==> src/design/rdcv_pkg.sv <==
// Shared types and constants for the ROI dominant color vote block.
package rdcv_pkg;

    localparam int CH_W      = 8;
    localparam int SUM_W     = CH_W + 1;
    localparam int NUM_LANES = 3;
    localparam int COUNT_W   = 23;
    localparam int CFG_IDX_W = 3;
    localparam int CFG_DATA_W = 16;
    localparam int MIN_REG_W = 11;

    localparam logic [COUNT_W-1:0] COUNT_MAX = {COUNT_W{1'b1}};

    localparam logic [CH_W-1:0]  DIVISOR_RST = 8'd4;
    localparam logic [MIN_REG_W-1:0] WIDTH_RST  = 11'd640;
    localparam logic [MIN_REG_W-1:0] HEIGHT_RST = 11'd480;

    // lane order in the shared divider
    localparam int LANE_BLUE  = 0;
    localparam int LANE_GREEN = 1;
    localparam int LANE_RED   = 2;

    typedef enum logic [CFG_IDX_W-1:0] {
        REG_TOP_ROW      = 3'd0,
        REG_CENTER_COL   = 3'd1,
        REG_HALF_SIZE    = 3'd2,
        REG_DIVISOR      = 3'd3,
        REG_FRAME_WIDTH  = 3'd4,
        REG_FRAME_HEIGHT = 3'd5
    } cfg_idx_t;

    typedef enum logic [1:0] {
        COLOR_BLUE  = 2'd0,
        COLOR_RED   = 2'd1,
        COLOR_GREEN = 2'd2
    } color_t;

    typedef struct packed {
        logic busy;
    } div_stat_t;

    typedef logic [NUM_LANES-1:0][SUM_W-1:0] lane_vec_t;

endpackage

==> src/design/roi_dominant_color_vote.sv <==
// Top level: pixel sequencer, dominance counters and verdict output.
//
// Pixels arrive on the pix channel (col, row, red, green, blue, last_pixel);
// a request is taken when pix_valid is high and pix_stall is low. Each pixel
// passes through the shared divider (one quotient bit of the 9-bit channel
// sums per cycle), a state that sees it finish and a counter update, and the
// block returns to idle before the next one can be taken.
// Only a pixel with last_pixel set produces a result on the res channel
// (color, changed and the three totals); such a pixel also passes through
// an emit state before the next one is taken. The result sits in an output
// register; if res_stall holds it, the block keeps taking pixels and only
// waits when the next last pixel needs the register.
// Configuration registers are written through cfg_valid/cfg_ready with
// cfg_index and cfg_data; write them only while the block is idle.
// Reset clears the counters, the previous verdict and any pending result,
// and loads the register defaults (divisor 4, 640 by 480 frame).
module roi_dominant_color_vote
    import rdcv_pkg::*;
#(
    parameter int COORD_BITS = 11
)
(
    input  logic                  clk,
    input  logic                  rst_n,
    input  logic                  cfg_valid,
    output logic                  cfg_ready,
    input  logic [CFG_IDX_W-1:0]  cfg_index,
    input  logic [CFG_DATA_W-1:0] cfg_data,
    input  logic                  pix_valid,
    output logic                  pix_stall,
    input  logic [COORD_BITS-1:0] col,
    input  logic [COORD_BITS-1:0] row,
    input  logic [CH_W-1:0]       red,
    input  logic [CH_W-1:0]       green,
    input  logic [CH_W-1:0]       blue,
    input  logic                  last_pixel,
    output logic                  res_valid,
    input  logic                  res_stall,
    output logic [1:0]            color,
    output logic                  changed,
    output logic [COUNT_W-1:0]    blue_total,
    output logic [COUNT_W-1:0]    red_total,
    output logic [COUNT_W-1:0]    green_total
);

    typedef enum logic [3:0] {
        ST_IDLE   = 4'b0001,
        ST_DIVIDE = 4'b0010,
        ST_UPDATE = 4'b0100,
        ST_EMIT   = 4'b1000
    } state_t;

    state_t state_reg, state_next;

    logic            in_roi;
    logic [CH_W-1:0] divisor_eff;
    lane_vec_t       dividend, quotient;
    div_stat_t       div_stat;
    logic            accept;

    logic [CH_W-1:0] red_reg, green_reg, blue_reg;
    logic            last_reg, roi_reg;
    lane_vec_t       sum_held;
    logic [NUM_LANES-1:0] dom;

    logic [COUNT_W-1:0] blue_cnt_reg, blue_cnt_next;
    logic [COUNT_W-1:0] red_cnt_reg, red_cnt_next;
    logic [COUNT_W-1:0] green_cnt_reg, green_cnt_next;
    color_t last_color_reg, last_color_next;
    logic   have_color_reg, have_color_next;

    logic            res_valid_reg, res_valid_next;
    color_t          verdict;
    logic            verdict_changed;
    logic            slot_free;
    logic            load_res;

    rdcv_cfg #(
        .COORD_BITS (COORD_BITS)
    ) u_cfg (
        .clk         (clk),
        .rst_n       (rst_n),
        .cfg_valid   (cfg_valid),
        .cfg_ready   (cfg_ready),
        .cfg_index   (cfg_index),
        .cfg_data    (cfg_data),
        .col         (col),
        .row         (row),
        .in_roi      (in_roi),
        .divisor_eff (divisor_eff)
    );

    assign dividend[LANE_BLUE]  = SUM_W'(green) + SUM_W'(red);
    assign dividend[LANE_GREEN] = SUM_W'(blue) + SUM_W'(red);
    assign dividend[LANE_RED]   = SUM_W'(blue) + SUM_W'(green);

    rdcv_divider u_div (
        .clk      (clk),
        .rst_n    (rst_n),
        .start    (accept),
        .dividend (dividend),
        .divisor  (divisor_eff),
        .quotient (quotient),
        .stat     (div_stat)
    );

    assign pix_stall = (state_reg != ST_IDLE);
    assign accept    = pix_valid && !pix_stall;

    always_ff @(posedge clk)
    begin
        if (accept)
        begin
            red_reg   <= red;
            green_reg <= green;
            blue_reg  <= blue;
            last_reg  <= last_pixel;
            roi_reg   <= in_roi;
        end
    end

    assign sum_held[LANE_BLUE]  = SUM_W'(green_reg) + SUM_W'(red_reg);
    assign sum_held[LANE_GREEN] = SUM_W'(blue_reg) + SUM_W'(red_reg);
    assign sum_held[LANE_RED]   = SUM_W'(blue_reg) + SUM_W'(green_reg);

    // channel > s - s/d
    assign dom[LANE_BLUE]  = SUM_W'(blue_reg)  > (sum_held[LANE_BLUE]  - quotient[LANE_BLUE]);
    assign dom[LANE_GREEN] = SUM_W'(green_reg) > (sum_held[LANE_GREEN] - quotient[LANE_GREEN]);
    assign dom[LANE_RED]   = SUM_W'(red_reg)   > (sum_held[LANE_RED]   - quotient[LANE_RED]);

    always_comb
    begin
        if (blue_cnt_reg > green_cnt_reg)
        begin
            verdict = (blue_cnt_reg > red_cnt_reg) ? COLOR_BLUE : COLOR_RED;
        end
        else
        begin
            verdict = (green_cnt_reg > red_cnt_reg) ? COLOR_GREEN : COLOR_RED;
        end
        verdict_changed = !have_color_reg || (verdict != last_color_reg);
    end

    assign slot_free = !res_valid_reg || !res_stall;
    assign load_res  = (state_reg == ST_EMIT) && slot_free;

    always_comb
    begin
        state_next      = state_reg;
        blue_cnt_next   = blue_cnt_reg;
        red_cnt_next    = red_cnt_reg;
        green_cnt_next  = green_cnt_reg;
        last_color_next = last_color_reg;
        have_color_next = have_color_reg;
        res_valid_next  = res_valid_reg && res_stall;
        unique case (state_reg)
            ST_IDLE:
            begin
                if (accept)
                begin
                    state_next = ST_DIVIDE;
                end
            end
            ST_DIVIDE:
            begin
                if (!div_stat.busy)
                begin
                    state_next = ST_UPDATE;
                end
            end
            ST_UPDATE:
            begin
                if (roi_reg)
                begin
                    if (dom[LANE_BLUE] && (blue_cnt_reg != COUNT_MAX))
                    begin
                        blue_cnt_next = blue_cnt_reg + COUNT_W'(1);
                    end
                    if (dom[LANE_GREEN] && (green_cnt_reg != COUNT_MAX))
                    begin
                        green_cnt_next = green_cnt_reg + COUNT_W'(1);
                    end
                    if (dom[LANE_RED] && (red_cnt_reg != COUNT_MAX))
                    begin
                        red_cnt_next = red_cnt_reg + COUNT_W'(1);
                    end
                end
                state_next = last_reg ? ST_EMIT : ST_IDLE;
            end
            ST_EMIT:
            begin
                if (slot_free)
                begin
                    res_valid_next  = 1'b1;
                    last_color_next = verdict;
                    have_color_next = 1'b1;
                    blue_cnt_next   = '0;
                    red_cnt_next    = '0;
                    green_cnt_next  = '0;
                    state_next      = ST_IDLE;
                end
            end
            default:
            begin
                state_next = ST_IDLE;
            end
        endcase
    end

    always_ff @(posedge clk or negedge rst_n)
    begin
        if (!rst_n)
        begin
            state_reg      <= ST_IDLE;
            blue_cnt_reg   <= '0;
            red_cnt_reg    <= '0;
            green_cnt_reg  <= '0;
            last_color_reg <= COLOR_BLUE;
            have_color_reg <= 1'b0;
            res_valid_reg  <= 1'b0;
        end
        else
        begin
            state_reg      <= state_next;
            blue_cnt_reg   <= blue_cnt_next;
            red_cnt_reg    <= red_cnt_next;
            green_cnt_reg  <= green_cnt_next;
            last_color_reg <= last_color_next;
            have_color_reg <= have_color_next;
            res_valid_reg  <= res_valid_next;
        end
    end

    always_ff @(posedge clk)
    begin
        if (load_res)
        begin
            color       <= verdict;
            changed     <= verdict_changed;
            blue_total  <= blue_cnt_reg;
            red_total   <= red_cnt_reg;
            green_total <= green_cnt_reg;
        end
    end

    assign res_valid = res_valid_reg;

endmodule

==> src/design/rdcv_cfg.sv <==
// Configuration registers and region-of-interest test.
module rdcv_cfg
    import rdcv_pkg::*;
#(
    parameter int COORD_BITS = 11
)
(
    input  logic                  clk,
    input  logic                  rst_n,
    input  logic                  cfg_valid,
    output logic                  cfg_ready,
    input  logic [CFG_IDX_W-1:0]  cfg_index,
    input  logic [CFG_DATA_W-1:0] cfg_data,
    input  logic [COORD_BITS-1:0] col,
    input  logic [COORD_BITS-1:0] row,
    output logic                  in_roi,
    output logic [CH_W-1:0]       divisor_eff
);

    localparam int REG_W = (COORD_BITS < MIN_REG_W) ? MIN_REG_W : COORD_BITS;
    localparam int EXT_W = REG_W + 3;

    logic [REG_W-1:0] top_row_reg, center_col_reg, half_size_reg;
    logic [REG_W-1:0] frame_width_reg, frame_height_reg;
    logic [CH_W-1:0]  divisor_reg;
    logic [REG_W-1:0] coord_wdata;

    logic [EXT_W-1:0] twice_c, three_r, lo, hi_raw, hi, top, fh, fw, col_x, row_x;

    assign cfg_ready   = 1'b1;
    assign coord_wdata = REG_W'(cfg_data[COORD_BITS-1:0]);

    always_ff @(posedge clk or negedge rst_n)
    begin
        if (!rst_n)
        begin
            top_row_reg      <= '0;
            center_col_reg   <= '0;
            half_size_reg    <= '0;
            divisor_reg      <= DIVISOR_RST;
            frame_width_reg  <= REG_W'(WIDTH_RST);
            frame_height_reg <= REG_W'(HEIGHT_RST);
        end
        else if (cfg_valid && cfg_ready)
        begin
            unique case (cfg_idx_t'(cfg_index))
                REG_TOP_ROW:      top_row_reg      <= coord_wdata;
                REG_CENTER_COL:   center_col_reg   <= coord_wdata;
                REG_HALF_SIZE:    half_size_reg    <= coord_wdata;
                REG_DIVISOR:      divisor_reg      <= cfg_data[CH_W-1:0];
                REG_FRAME_WIDTH:  frame_width_reg  <= coord_wdata;
                REG_FRAME_HEIGHT: frame_height_reg <= coord_wdata;
                default: ;
            endcase
        end
    end

    always_comb
    begin
        twice_c = EXT_W'(center_col_reg) << 1;
        three_r = (EXT_W'(half_size_reg) << 1) + EXT_W'(half_size_reg);
        lo      = (twice_c > three_r) ? ((twice_c - three_r) >> 1) : '0;
        hi_raw  = (twice_c + three_r) >> 1;
        fw      = EXT_W'(frame_width_reg);
        fh      = EXT_W'(frame_height_reg);
        hi      = (hi_raw > fw) ? fw : hi_raw;
        top     = (EXT_W'(top_row_reg) > fh) ? '0 : EXT_W'(top_row_reg);
        col_x   = EXT_W'(col);
        row_x   = EXT_W'(row);
        in_roi  = (row_x >= top) && (row_x < fh) && (col_x >= lo) && (col_x < hi);
    end

    assign divisor_eff = (divisor_reg == '0) ? CH_W'(1) : divisor_reg;

endmodule

==> src/design/rdcv_divider.sv <==
// Shared restoring divider, one quotient bit per cycle for all three sums.
module rdcv_divider
    import rdcv_pkg::*;
(
    input  logic            clk,
    input  logic            rst_n,
    input  logic            start,
    input  lane_vec_t       dividend,
    input  logic [CH_W-1:0] divisor,
    output lane_vec_t       quotient,
    output div_stat_t       stat
);

    localparam int CNT_W = $clog2(SUM_W + 1);

    logic [CNT_W-1:0] cnt_reg, cnt_next;
    logic             busy_reg, busy_next;
    logic [CH_W-1:0]  dsr_reg, dsr_next;
    logic [NUM_LANES-1:0][CH_W-1:0] rem_reg, rem_next;
    lane_vec_t        quo_reg, quo_next;
    logic [SUM_W-1:0] shifted;
    logic             qbit;

    always_comb
    begin
        cnt_next  = cnt_reg;
        busy_next = busy_reg;
        dsr_next  = dsr_reg;
        rem_next  = rem_reg;
        quo_next  = quo_reg;
        shifted   = '0;
        qbit      = 1'b0;
        if (start)
        begin
            cnt_next  = CNT_W'(SUM_W);
            busy_next = 1'b1;
            dsr_next  = divisor;
            rem_next  = '0;
            quo_next  = dividend;
        end
        else if (busy_reg)
        begin
            for (int i = 0; i < NUM_LANES; i++)
            begin
                shifted = {rem_reg[i], quo_reg[i][SUM_W-1]};
                qbit    = (shifted >= {1'b0, dsr_reg});
                rem_next[i] = qbit ? CH_W'(shifted - {1'b0, dsr_reg}) : shifted[CH_W-1:0];
                quo_next[i] = {quo_reg[i][SUM_W-2:0], qbit};
            end
            cnt_next = cnt_reg - CNT_W'(1);
            if (cnt_reg == CNT_W'(1))
            begin
                busy_next = 1'b0;
            end
        end
    end

    always_ff @(posedge clk or negedge rst_n)
    begin
        if (!rst_n)
        begin
            cnt_reg  <= '0;
            busy_reg <= 1'b0;
        end
        else
        begin
            cnt_reg  <= cnt_next;
            busy_reg <= busy_next;
        end
    end

    always_ff @(posedge clk)
    begin
        dsr_reg <= dsr_next;
        rem_reg <= rem_next;
        quo_reg <= quo_next;
    end

    assign quotient  = quo_reg;
    assign stat.busy = busy_reg;

endmodule
==> config.mk <==
export PLATFORM = sky130hd
export DESIGN_NAME = roi_dominant_color_vote
export DESIGN_NICKNAME = d
export VERILOG_FILES = /design/src/design/rdcv_pkg.sv /design/src/design/roi_dominant_color_vote.sv /design/src/design/rdcv_cfg.sv /design/src/design/rdcv_divider.sv
export SDC_FILE = /design/constraint.sdc
export NUM_CORES = 1
export LEC_CHECK = 0
export BUFFER_PORTS_ARGS = -buffer_cell sky130_fd_sc_hd__buf_2
export CORE_MARGIN = 2
export CORE_UTILIZATION = 56
export DETAILED_ROUTE_END_ITERATION = 10
export PLACE_DENSITY_LB_ADDON = 0.3
export SLEW_MARGIN = 10
export SYNTH_ARGS = -nofsm -noshare
export SYNTH_HDL_FRONTEND = slang
export SYNTH_SLANG_ARGS = --single-unit
==> constraint.sdc <==
create_clock -name clk -period 5.35 [get_ports clk]
set_input_delay 0.535 -clock clk [delete_from_list [all_inputs] [get_ports clk]]
set_output_delay 0.535 -clock clk [all_outputs]
set_load 0.03 [all_outputs]
# After elaboration in Yosys (flattened, before gate mapping)
# Index checks and enable logic that the tools add are counted.
# totals
register_bits	302
input_bits	71
out_inout_bits	75
# op_classes
n_addsub	19
n_lt_le_gt_ge	16
n_eq_ne	22
mux	33
reduce_logical	30
# ops
cell	n
two-way mux 23 bit	7
case mux 23 bit (2 select lines)	3
adder 23 x 1 -> 23 bit, second input constant	3
greater-than comparator 23 bit	3
!= test 23 bit, second input constant	3
adder 8 x 8 -> 9 bit	6
two-way mux 27 bit	2
greater-or-equal comparator 11 x 14 -> 1 bit	2
greater-or-equal comparator 9 x 8 -> 1 bit	3
greater-than comparator 8 x 9 -> 1 bit	3
subtractor 9 bit	3
two-way mux 13 bit	2
two-way mux 4 bit	6
two-way mux 8 bit	3
subtractor 8 bit	3
case mux 4 bit (4 select lines)	1
adder 12 x 14 -> 14 bit	1
greater-than comparator 12 x 14 -> 1 bit	1
less-than comparator 11 x 14 -> 1 bit	1
!= test 2 bit, second input constant	7
AND reduction 2 bit	7
subtractor 12 x 14 -> 14 bit	1
adder 12 x 11 -> 13 bit	1
greater-than comparator 13 x 11 -> 1 bit	1
23 further kinds	47

# Longest topological paths before layout
# logic_depth
depth_word	7
depth_mapped	30
ltp_nobuf	29

# Cells and area by module
# A second synthesis with hierarchy kept.
# hier_totals
cells_unflattened	2177
hier_area_um2	21659.5
# modules_own_cells
mod	instances	cells_per_inst	area_per_inst_um2	seq_area_each_um2
roi_dominant_color_vote	1	1164	11944.0	4870.9
rdcv_cfg	1	610	5639.2	1585.3
rdcv_divider	1	403	4076.4	1656.6

# Worst setup path before layout
# No wires, ideal clock.
# synth_timing
path_type	reg2reg
from	reg u_cfg.half_size_reg[1]
to	reg roi_reg (data pin)
setup_ps	133
t_arrival_ps	5675
setup_slack_ps	-458
stages_incl_launch_ff	31
n_path_buf	1
cell_sequence	dfrtp_1 -> ha_1 -> fa_1 -> a21o_1 -> a21oi_1 -> o21bai_1 -> a21oi_1 -> o21ai_0 -> a21oi_1 -> o21bai_1 -> xor2_1 -> ha_1 -> inv_1 -> nor3_1 -> a221oi_1 -> nand3_1 -> ha_1 -> nand4_1 -> or3_1 -> o31ai_1 -> nand2_1 -> buf_2 -> mux2i_1 -> ha_1 -> a21oi_1 -> nand2_1 -> a31oi_1 -> o21ai_0 -> a2111oi_1 -> o211ai_1 -> nand2_1
# synth_between
elab_chain_len	6
# synth_rtl
item	line_no	rtl
start: declaration	rdcv_cfg.sv:23	logic [REG_W-1:0] top_row_reg, center_col_reg, half_size_reg;
start signal: assignment	rdcv_cfg.sv:49	REG_HALF_SIZE: half_size_reg <= coord_wdata;
adder 12 x 11 -> 13 bit (*)	rdcv_cfg.sv:61	three_r = (EXT_W'(half_size_reg) << 1) + EXT_W'(half_size_reg);
adder 12 x 14 -> 14 bit, or another cell as far along	rdcv_cfg.sv:63	hi_raw = (twice_c + three_r) >> 1;
greater-than comparator 13 x 11 -> 1 bit or two-way mux 13 bit (tied branches)	rdcv_cfg.sv:66, rdcv_cfg.sv:62	
two-way mux 13 bit or greater-or-equal comparator 11 x 14 -> 1 bit (tied branches)	rdcv_cfg.sv:66, rdcv_cfg.sv:70	
less-than comparator 11 x 14 -> 1 bit or logical AND 1 bit (tied branches)	rdcv_cfg.sv:70	in_roi = (row_x >= top) && (row_x < fh) && (col_x >= lo) && (col_x < hi);
logical AND 1 bit (*)	rdcv_cfg.sv:70	
via in_roi	roi_dominant_color_vote.sv:55	logic in_roi;
end signal: assignment	roi_dominant_color_vote.sv:118	roi_reg <= in_roi;
end: declaration	roi_dominant_color_vote.sv:62	logic last_reg, roi_reg;
# The timed path passes the listed nets; every way through them passes the cells marked *.
# A chain may end at the register's enable or synchronous reset.

# Worst setup path after layout
# Same ends and word-level chain as after synthesis.

==> impl_metrics.json <==
{
  "grt.overflow.total": 0,
  "largest_register_ff_count": 27,
  "ys.warnings.count": 0,
  "achievable-frequency_mhz": 175,
  "fin_crit_sh_pct": 107,
  "maxSlewHeadroom_pct": 19.6,
  "drc": 0,
  "static-leakage-power_uw": 0.0107,
  "number_of_diodes": 0,
  "synth.avg_cell_area_sq_um": 10.1,
  "timing.critical_path.from_type": "register",
  "drt-initial-drc-count": 1014,
  "synth-async-reset-ratio_pct": 48.0,
  "routed_wirelength_mm": 50.2,
  "final_antenna_net_count": 0,
  "rsz0062_at_grt": "true",
  "r2r_cells": 29,
  "placement_rows": 70,
  "cpPeakStageDelay_ps": 390,
  "synth-seq-area-share_pct": 39.0,
  "critical_path.startpoint": "u_cfg.half_size_reg[1]",
  "global_route_wire_length_before_repair_mm": 81.8,
  "fillerInstances": 2918,
  "drt_first_pass_iters": 5,
  "effective_utilization_at_floorplan_pct": 56.8,
  "place_area_sq_um": 22400,
  "clock_sink_count": 302,
  "routedWlPerCell_microns": 18.4,
  "r2r_end": "roi_reg",
  "layout_min_cycle_time_ps": 5720,
  "mostFrequentLayoutCell": "ha_1",
  "cts_tree": "built",
  "type_of_the_setup_path_with_the_least_slack": "reg2reg",
  "layout_setup_ws_ps": -368,
  "syn_nets": 2433,
  "worst_clock_skew_ps": 42.0,
  "layout_common_cells": "275 x ha_1, 218 x inv_1, 138 x buf_2",
  "r2r-start": "u_cfg.half_size_reg[1]",
  "hold_ws_ps": 15.3,
  "io_pins": 146,
  "grt_pass1_vias": 16200,
  "cts_hold_buffers": 0,
  "via_count": 16100,
  "cp.arrival_ps": 6150,
  "worst_pin_slew_ps": 1210,
  "rrSetupSlack_ps": -370,
  "critPathCaptureType": "register",
  "layout.cells.non_filler": 2734,
  "clock_path_buffers": 3,
  "synth_cell_type_count": 78,
  "path_buf_inv": 1,
  "post-dp-hpwl_mm": 37.8,
  "post_drt_via_cell_ratio": 5.87,
  "synthFlopType": "dfrtp_1",
  "min_path_type": "in2async",
  "critPathSlowestCell": "dfrtp_1",
  "chipHeight_microns": 197,
  "setup_viol": 1,
  "max-cap-violations": 0,
  "clock_latency_ps": 560,
  "post_synth_inst_count": 2054,
  "cts_htree_levels": 2,
  "design.die.area_sq_um": 38700,
  "post-route-cell-area_sq_um": 23600,
  "cp.required_ps": 5780,
  "core_area_sq_um": 36600,
  "cts_inserted_buffers": 34,
  "timing.critical_path.depth": 29,
  "synth_area_sq_um": 20800,
  "dp_cells": 2663,
  "failed_checks": "setup timing",
  "setup.worst_path.end": "roi_reg",
  "drive_gt1_share_pct": 16.6,
  "grt_start_max_net_pins": 91,
  "clk_transition_reported_paths_ps": 70,
  "ctsRootBufferMaster": "clkbuf_16",
  "synth_enable_flop_cells": 133,
  "run_status": "finished with violations",
  "final_hold_viols": 0,
  "layout-area-overhead-vs-synth_pct": 13.5,
  "initial_antenna_violation_count": 1,
  "ys_ff_latch": 302,
  "num-nets-final": 2619,
  "critical-path-top-delay-family": "compound AO/OA/AOI/OAI gates",
  "floorplan.die.width_microns": 197,
  "buffers_on_ports": 139,
  "power.density_nw_per_um2": 603,
  "grt_use_total_pct": 26.5,
  "peakVddDrop_v": 0.000521,
  "max_slew_vio_count": 0,
  "worstPathMaxFanout": 5,
  "gpl_wtd_cong": 0.913
}
[worst min path at each step]
stage / cells after the start / slack [ps] / end / start
after floorplan: 0 / 240 / blue_cnt_reg[0] / rst_n
after global placement: 0 / 430 / red_total[22] / red_cnt_reg[22]
after detailed placement: 0 / 440 / red_total[22] / red_cnt_reg[22]
after CTS: 1 / 70 / u_cfg.frame_width_reg[10] / rst_n
after global routing: 1 / 120 / u_cfg.frame_width_reg[6] / rst_n
final: 1 / 20 / u_cfg.frame_width_reg[10] / rst_n
[per-layer routing]
metal  GRT usage, %  vias to the layer above  part of all wire (%)  wire length [microns]
li1               -                     7710                     -                      -
met1           34.9                     7777                    44                  21900
met2           44.5                      478                    47                  23800
met3           4.40                       95                   6.0                   3030
met4           9.11                        2                   2.9                   1460
met5              0                        -                 0.028                     14
[cell usage after synthesis, drive strengths merged, types with 43 or more instances]
cell    count  area (sq um)
ha        276          3450
xnor2      79           692
nand2     128           483
dfrtp     137          3430
clkbuf     43           161
a21oi     106           531
inv       220           826
o21ai     127           636
nand3      64           320
edfxtp    133          3990
nor2      125           469
nand4      51           319
mux2       56           631
[cell type report]
type                            instances  area (sq um)  area share [%]
Clock buffer                           41           908            3.85
Clock inverter                         21           248            1.05
Inverter                              220           828            3.51
Multi-Input combinational cell       1477         11700            49.7
Sequential cell                       302          8110            34.4
Tap cell                              468           586            2.48
Timing Repair Buffer                  205          1200            5.09
[power by group]
part / total (uW) / internal (uW) / switching [uW]
combinational: 8510 / 3920 / 4580
sequential: 3310 / 2950 / 362
clock: 2430 / 1430 / 1010
[metrics by stage]
stage	utilization (%)	setup WS (ps)	total power, uW	TNS [ps]
after floorplan	-	-36.7	9280	-36.7
after global routing	64.5	-721	15400	-721
after global placement	61.1	-154	11100	-154
final	64.5	-368	14200	-368
after CTS	64.4	-231	14200	-231
after detailed placement	61.1	-377	11400	-377
[kinds of logic after synthesis]
logic type	Yosys count	share of synthesized area, %
simple gates	533	13.1
compound gates	425	13.4
fa+ha+maj	308	19.7
flops	302	39.0
buf+inv	275	5.06
xor+xnor	115	4.84
mux	95	4.91
other cells	1	0.0180
[repair_timing]
item                       CTS  global route
setup endpoints to repair    1             1
buffers inserted             9             0
gates resized for setup      6             3
pin swaps                    8             0
No activity file was read; power rests on OpenSTA's default activity.
